<file path="config.mk">
export PLATFORM = sky130hd
export DESIGN_NAME = three_wire_rtc_serial_master_core
export DESIGN_NICKNAME = d
export VERILOG_FILES = /design/src/design/twrtc_pkg.sv /design/src/design/twrtc_engine.sv /design/src/design/twrtc_outbuf.sv /design/src/design/three_wire_rtc_serial_master_core.sv
export SDC_FILE = /design/constraint.sdc
export NUM_CORES = 1
export LEC_CHECK = 0
export BUFFER_PORTS_ARGS = -buffer_cell sky130_fd_sc_hd__buf_2
export CAP_MARGIN = 20
export CORE_MARGIN = 2
export CORE_UTILIZATION = 44
export CTS_CLUSTER_SIZE = 10
export DETAILED_ROUTE_END_ITERATION = 8
export PLACE_DENSITY = 0.66
export SYNTH_ARGS = -nofsm -noshare
export SYNTH_HDL_FRONTEND = slang
export SYNTH_SLANG_ARGS = --single-unit
</file>
<file path="constraint.sdc">
create_clock -name clk -period 2.55 [get_ports clk]
set_input_delay 0.1275 -clock clk [delete_from_list [all_inputs] [get_ports clk]]
set_output_delay 0.1275 -clock clk [all_outputs]
set_load 0.02 [all_outputs]
</file>
<file path="src/design/twrtc_pkg.sv">
// ---------------------------------------------------------------------------
// Three-wire RTC serial master package
// Shared constants, codes, result type and the BCD conversion.
// ---------------------------------------------------------------------------
`default_nettype none

package twrtc_pkg;

  localparam int BITS_PER_BYTE = 8;
  localparam int HALF_W        = 6;
  localparam int SEND_W        = 2 * BITS_PER_BYTE;

  // Half-bit counts: end of address phase, end of whole transfer
  localparam logic [HALF_W-1:0] ADDR_HALVES = HALF_W'(2 * BITS_PER_BYTE);
  localparam logic [HALF_W-1:0] ALL_HALVES  = HALF_W'(4 * BITS_PER_BYTE);

  // Item function codes
  localparam logic [1:0] FUNC_TICK  = 2'd0;
  localparam logic [1:0] FUNC_WRITE = 2'd1;
  localparam logic [1:0] FUNC_READ  = 2'd2;

  typedef struct packed {
    logic       chip_enable;
    logic       serial_clock;
    logic       io_out;
    logic       io_drive;
    logic       busy_res;
    logic       done_res;
    logic       rejected;
    logic [7:0] read_raw;
    logic [6:0] read_decimal;
  } result_t;

  // BCD byte to decimal, bit 7 ignored: low + 8*hi + 2*hi
  function automatic logic [6:0] bcd_value(input logic [7:0] raw);
    logic [2:0] hi;
    hi = raw[6:4];
    return 7'({hi, 3'b000}) + 7'({hi, 1'b0}) + 7'(raw[3:0]);
  endfunction

endpackage

`default_nettype wire

</file>
<file path="src/design/twrtc_engine.sv">
// ---------------------------------------------------------------------------
// Three-wire RTC serial master: line engine
// Holds the link state and works out one half-bit step per accepted beat.
// ---------------------------------------------------------------------------
`default_nettype none

module twrtc_engine (
  input  wire logic              clk,
  input  wire logic              rst_n,
  input  wire logic              step,
  input  wire logic [1:0]        func,
  input  wire logic [7:0]        reg_addr,
  input  wire logic [7:0]        write_data,
  input  wire logic              io_in,
  output twrtc_pkg::result_t     res
);
  import twrtc_pkg::*;

  typedef enum logic [1:0] {
    MODE_IDLE  = 2'd0,
    MODE_WRITE = 2'd1,
    MODE_READ  = 2'd2
  } mode_t;

  mode_t                         mode_r, mode_nxt;
  logic                          en_r, en_nxt;
  logic                          sclk_r, sclk_nxt;
  logic                          data_r, data_nxt;
  logic                          drive_r, drive_nxt;
  logic [HALF_W-1:0]             cnt_r, cnt_nxt;
  logic [SEND_W-1:0]             send_r, send_nxt;
  logic [BITS_PER_BYTE-1:0]      recv_r, recv_nxt;
  logic                          done;
  logic                          rej;
  logic [7:0]                    raw;
  logic                          receiving;

  // Next state of the link for one beat
  always_comb begin
    mode_nxt  = mode_r;
    en_nxt    = en_r;
    sclk_nxt  = sclk_r;
    data_nxt  = data_r;
    drive_nxt = drive_r;
    cnt_nxt   = cnt_r;
    send_nxt  = send_r;
    recv_nxt  = recv_r;
    done      = 1'b0;
    rej       = 1'b0;
    raw       = 8'd0;
    receiving = (mode_r == MODE_READ) && (cnt_r >= ADDR_HALVES);
    if (func == FUNC_WRITE || func == FUNC_READ) begin
      if (mode_r != MODE_IDLE) begin
        // busy: drop the start, repeat the lines
        rej = 1'b1;
      end else begin
        mode_nxt  = (func == FUNC_WRITE) ? MODE_WRITE : MODE_READ;
        en_nxt    = 1'b1;
        sclk_nxt  = 1'b0;
        cnt_nxt   = '0;
        send_nxt  = {write_data, reg_addr};
        data_nxt  = 1'b0;
        drive_nxt = 1'b1;
      end
    end else if (mode_r != MODE_IDLE) begin
      if (cnt_r >= ALL_HALVES) begin
        // closing tick: release everything and report
        if (mode_r == MODE_READ) begin
          raw = recv_r;
        end
        done      = 1'b1;
        mode_nxt  = MODE_IDLE;
        en_nxt    = 1'b0;
        sclk_nxt  = 1'b0;
        cnt_nxt   = '0;
        data_nxt  = 1'b0;
        drive_nxt = 1'b0;
      end else begin
        if (!cnt_r[0]) begin
          // clock-low half: shift a bit out or sample one in
          sclk_nxt = 1'b0;
          if (receiving) begin
            drive_nxt = 1'b0;
            data_nxt  = 1'b0;
            recv_nxt  = {io_in, recv_r[BITS_PER_BYTE-1:1]};
          end else begin
            drive_nxt = 1'b1;
            data_nxt  = send_r[0];
            send_nxt  = {1'b0, send_r[SEND_W-1:1]};
          end
        end else begin
          sclk_nxt = 1'b1;
        end
        cnt_nxt = cnt_r + HALF_W'(1);
      end
    end
  end

  // Result of this beat, from the next state
  always_comb begin
    res.chip_enable  = en_nxt;
    res.serial_clock = sclk_nxt;
    res.io_out       = drive_nxt & data_nxt;
    res.io_drive     = drive_nxt;
    res.busy_res     = (mode_nxt != MODE_IDLE);
    res.done_res     = done;
    res.rejected     = rej;
    res.read_raw     = raw;
    res.read_decimal = bcd_value(raw);
  end

  // Advance the link state on each accepted beat
  always_ff @(posedge clk) begin
    if (!rst_n) begin
      mode_r  <= MODE_IDLE;
      en_r    <= 1'b0;
      sclk_r  <= 1'b0;
      data_r  <= 1'b0;
      drive_r <= 1'b0;
      cnt_r   <= '0;
      send_r  <= '0;
      recv_r  <= '0;
    end else if (step) begin
      mode_r  <= mode_nxt;
      en_r    <= en_nxt;
      sclk_r  <= sclk_nxt;
      data_r  <= data_nxt;
      drive_r <= drive_nxt;
      cnt_r   <= cnt_nxt;
      send_r  <= send_nxt;
      recv_r  <= recv_nxt;
    end
  end

endmodule

`default_nettype wire

</file>
<file path="src/design/twrtc_outbuf.sv">
// ---------------------------------------------------------------------------
// Three-wire RTC serial master: result buffer
// Output register plus one skid entry, so input waits on out_stall only once both are full.
// ---------------------------------------------------------------------------
`default_nettype none

module twrtc_outbuf (
  input  wire logic              clk,
  input  wire logic              rst_n,
  input  wire logic              push,
  input  wire twrtc_pkg::result_t push_res,
  input  wire logic              out_stall,
  output logic                   out_valid,
  output twrtc_pkg::result_t     out_res,
  output logic                   full
);
  import twrtc_pkg::*;

  logic    head_valid_r;
  logic    skid_valid_r;
  result_t head_r;
  result_t skid_r;
  logic    head_free;

  assign head_free = !head_valid_r || !out_stall;

  // Valid flags: head refills from skid first, then from the new beat
  always_ff @(posedge clk) begin
    if (!rst_n) begin
      head_valid_r <= 1'b0;
      skid_valid_r <= 1'b0;
    end else if (head_free) begin
      head_valid_r <= skid_valid_r || push;
      skid_valid_r <= 1'b0;
    end else if (push) begin
      skid_valid_r <= 1'b1;
    end
  end

  // Payload moves without reset
  always_ff @(posedge clk) begin
    if (head_free) begin
      if (skid_valid_r) begin
        head_r <= skid_r;
      end else if (push) begin
        head_r <= push_res;
      end
    end else if (push) begin
      skid_r <= push_res;
    end
  end

  assign out_valid = head_valid_r;
  assign out_res   = head_r;
  assign full      = skid_valid_r;

endmodule

`default_nettype wire

</file>
<file path="src/design/three_wire_rtc_serial_master_core.sv">
// ---------------------------------------------------------------------------
// Three-wire RTC serial master core
// One half bit period per beat: start, shift address and data, close.
// ---------------------------------------------------------------------------
//  channel | direction | handshake            | payload
//  in_     | input     | in_valid / in_stall  | func, reg_addr, write_data, io_in
//  out_    | output    | out_valid / out_stall| line levels, status, read byte
//
//  One beat per cycle unless in_stall; results go to the output register or skid entry.
//  The line-state update is a single registered step, which sets that rate.
//  Synchronous active-low reset returns the lines to idle and clears results.
//  A two-entry result buffer raises in_stall only once both entries are full.
// ---------------------------------------------------------------------------
`default_nettype none

module three_wire_rtc_serial_master_core (
  input  wire logic       clk,
  input  wire logic       rst_n,
  input  wire logic       in_valid,
  output logic            in_stall,
  input  wire logic [1:0] in_func,
  input  wire logic [7:0] in_reg_addr,
  input  wire logic [7:0] in_write_data,
  input  wire logic       in_io_in,
  output logic            out_valid,
  input  wire logic       out_stall,
  output logic            out_chip_enable,
  output logic            out_serial_clock,
  output logic            out_io_out,
  output logic            out_io_drive,
  output logic            out_busy_res,
  output logic            out_done_res,
  output logic            out_rejected,
  output logic [7:0]      out_read_raw,
  output logic [6:0]      out_read_decimal
);
  import twrtc_pkg::*;

  logic    in_fire;
  logic    buf_full;
  result_t step_res;
  result_t out_res;

  assign in_stall = buf_full;
  assign in_fire  = in_valid && !buf_full;

  twrtc_engine u_engine (
    .clk        (clk),
    .rst_n      (rst_n),
    .step       (in_fire),
    .func       (in_func),
    .reg_addr   (in_reg_addr),
    .write_data (in_write_data),
    .io_in      (in_io_in),
    .res        (step_res)
  );

  twrtc_outbuf u_outbuf (
    .clk       (clk),
    .rst_n     (rst_n),
    .push      (in_fire),
    .push_res  (step_res),
    .out_stall (out_stall),
    .out_valid (out_valid),
    .out_res   (out_res),
    .full      (buf_full)
  );

  // Unpack the result beat onto its ports
  assign out_chip_enable  = out_res.chip_enable;
  assign out_serial_clock = out_res.serial_clock;
  assign out_io_out       = out_res.io_out;
  assign out_io_drive     = out_res.io_drive;
  assign out_busy_res     = out_res.busy_res;
  assign out_done_res     = out_res.done_res;
  assign out_rejected     = out_res.rejected;
  assign out_read_raw     = out_res.read_raw;
  assign out_read_decimal = out_res.read_decimal;

endmodule

`default_nettype wire

</file>
==> impl_results.md <==
* Status: complete, but fails checks
* Failing checks: negative setup slack
* Power per Cell Area at ~630 nW/um^2
* Ys Warns at 0
* Dpl hpwl at between 4000 and 5000 um
* Min cycle time layout at 2.56 ns
* Antenna violations before repair at 0
* Die height at between 90 and 100 um
* Final Hold Fails at 0
* FMAX at between 0.3 and 0.4 GHz
* Post-synth top cells: edfxtp_1 (42), dfxtp_1 (38), mux2i_1 (23)
* Syn Inst Count at 318
* Tot Pwr at ~2.8 mW
* Clk root buf: clkbuf_8
* CTS tree: yes
* DR vias/cell at just over 5
* CP arrival at roughly 2.7 ns
* #FFs+latches synth at 80
* Pre-antenna DRT Iters at 4
* Post-synth top area cell: edfxtp_1
* Vias in the first global route at 2,434
* DRC at 0
* ANT nets after route at 0
* Worst-skew pair later-pin latency at between 0.3 and 0.4 ns
* Syn_area_per_cell at around 12 um^2
* Count leader, synth: edfxtp_1
* Post-synth cell types at 50
* Cell Area, Synth at roughly 3700 um^2
* Total CTS buffers at 9
* Core Box Area at 8220 um^2
* N_diodes at 0
* Ys async rst share at 0
* Pin count of the biggest net entering global routing at 40
* Synthesized net count at ~350
* I/O Buffers at 46
* First-pass GRT wire length at ~11,000 um
* Slew HR at 0.549
* Period utilization at 1.00
* Total gr overflow at 0
* Routed WL at roughly 6900 um
* Number of core rows at 33
* # setup viols final at 1
* Actual slew at the worst max-slew pin at between 0.6 and 0.7 ns
* GRT Overall Usage at 0.161
* Max Root-Sink Buffers at 2
* Required time of the critical path at roughly 2.7 ns
* Routability Congestion at slightly below 0.8
* Worst slack, placed at -0.309 ns
* Final Skew at approximately 0.0086 ns
* Fin cells at between 400 and 500
* Vias at approximately 2,500
* Nets at 410
* Placed Cells at ~470
* Max-cap violations at 0
* RSZ-0062 raised after global routing: true
* P_leak at between 1.5 and 2 nW
* # hold bufs at CTS at 0
* H-tree Lvls at 3
* Die Area at a little over 9000 um^2
* Max VDD drop at around 0.00045 V
* Num Clock Sinks at 80
* Critical Path End Type: flip-flop
* CP Class: flip-flop to flip-flop
* Sequential area share after synthesis at 0.543
* Critical Path Source Type: flip-flop
* Synth top area cells: edfxtp_1 (34%), dfxtp_1 (20%), mux2i_1 (6.2%)
* Area Growth Syn to Fin at 19.0%
* Synth top area share at 0.338
* Pins over their slew limit at 0
* Post-synth top flop: edfxtp_1
* Post-synth EDFFs at 42
* Reg clk slew, reported paths at 0.08 ns
* Share of post-route cells with drive strength above 1 at 0.323
* Final core utilization at 0.540
* Avg WL per Cell at ~14 um
* CP Max Fanout at 5
* Top Ports at 47
* Fin worst setup slack at -0.00625 ns
* DR iter-0 viols at 120
* Worst min path class: primary input to flip-flop
* Die width at 96.0 um
* Initial Util at 0.453
==> cell usage in the layout (no fill, tap or decap), types with 2 or more instances in the layout <==
master / instances
buf_2: 46
edfxtp_1: 42
dfxtp_1: 37
mux2i_1: 23
nand2_1: 21
buf_4: 21
nand3_1: 18
mux2_2: 15
o21ai_0: 15
o211a_1: 15
inv_1: 12
nor2b_1: 11
nor2_1: 9
a21boi_0: 9
clkbuf_8: 9
and2_1: 8
ha_4: 5
inv_2: 4
ha_1: 4
nor3_1: 3
a21oi_1: 3
nand3b_1: 3
clkinv_4: 3
a21oi_2: 2
xnor2_1: 2
nand2b_1: 2
nor3b_1: 2
and3_1: 2
==> area by class of cell <==
class                      count  area, um^2
fill                         692        3780
sequential                    80        2020
multi-input combinational    200        1610
timing repair buffer          68         399
tap                          105         131
clock buffer                   9         124
inverter                      17        76.3
clock inverter                 7        72.6
==> report_power, final <==
| group | total, mW | switching (mW) | internal, mW |
|---|---|---|---|
| clock network | 0.919 | 0.468 | 0.452 |
| registers | 1.48 | 0.0365 | 1.44 |
| logic | 0.391 | 0.224 | 0.167 |
==> cells by family (layout without fill, tap and decap cells) <==
kind of cell             Yosys count  after routing  synth area share
flip-flops                        80             80             0.543
multiplexers                      39             39             0.110
buffers and inverters             38            101            0.0473
AO/OA/AOI/OAI                     57             57             0.118
AND/OR/NAND/NOR                   91             91             0.136
adder cells (fa/ha/maj)           11             11            0.0410
XOR/XNOR                           2              2           0.00470
==> registers in the layout, summed over array words and instances (netlist names) <==
| name | flops |
|---|---|
| u_outbuf.out_res | 21 |
| u_engine.send_r | 16 |
| u_engine.recv_r | 8 |
| u_engine.mode_r | 2 |
| u_engine.data_r | 1 |
| u_outbuf.skid_r | 21 |
| u_engine.en_r | 1 |
| u_outbuf.full | 1 |
| u_outbuf.out_valid | 1 |
| u_engine.cnt_r | 6 |
| u_engine.drive_r | 1 |
| u_engine.sclk_r | 1 |
==> per-stage QoR <==
stage               hold slack [ns]  setup TNS [ns]  area (um^2)
finish                       0.0165        -0.00625         4430
floorplan                     0.288          -0.104         3780
global placement              0.381          -0.744         4160
detailed placement            0.383           -1.08         4160
global route                 0.0149          -0.178         4430
CTS                         0.00392         -0.0465         4360
==> final timing paths <==
| path | from | to | slack [ns] | cells past startpoint |
|---|---|---|---|---|
| worst min-delay path | in_write_data[7] | u_engine.send_r[15]$_SDFFE_PN0P_ | 0.02 | 3 |
| worst max-delay path | u_engine.mode_r[0]$_SDFFE_PN0P_ | u_outbuf.out_res[3]$_DFFE_PP_ | -0.006 | 9 |
| worst min register to register | u_engine.send_r[15]$_SDFFE_PN0P_ | u_engine.send_r[15]$_SDFFE_PN0P_ | 0.47 | 2 |
| worst max register to register | u_engine.mode_r[0]$_SDFFE_PN0P_ | u_outbuf.out_res[3]$_DFFE_PP_ | -0.006 | 9 |
==> timing repair <==
item	4_1_cts	5_1_grt
endpoints found under the hold margin	0	0
resized for setup	2	12
pin swaps	0	7
buffers inserted	0	2
endpoints found under the setup margin	3	3
==> critical path: stages (launching register included) <==
cell	delay, ns
dfxtp_2	0.33
and4b_2	0.28
buf_4	0.16
and2_1	0.21
ha_4	0.30
ha_4	0.13
inv_2	0.04
fa_2	0.58
inv_2	0.04
mux2_2	0.25
==> per-layer routing <==
metal  share of wire  track usage
met2            0.47        0.252
met3           0.040       0.0399
met1            0.48        0.209
met5               0            0
met4           0.018       0.0750
Power figures use the tool's default switching activity.
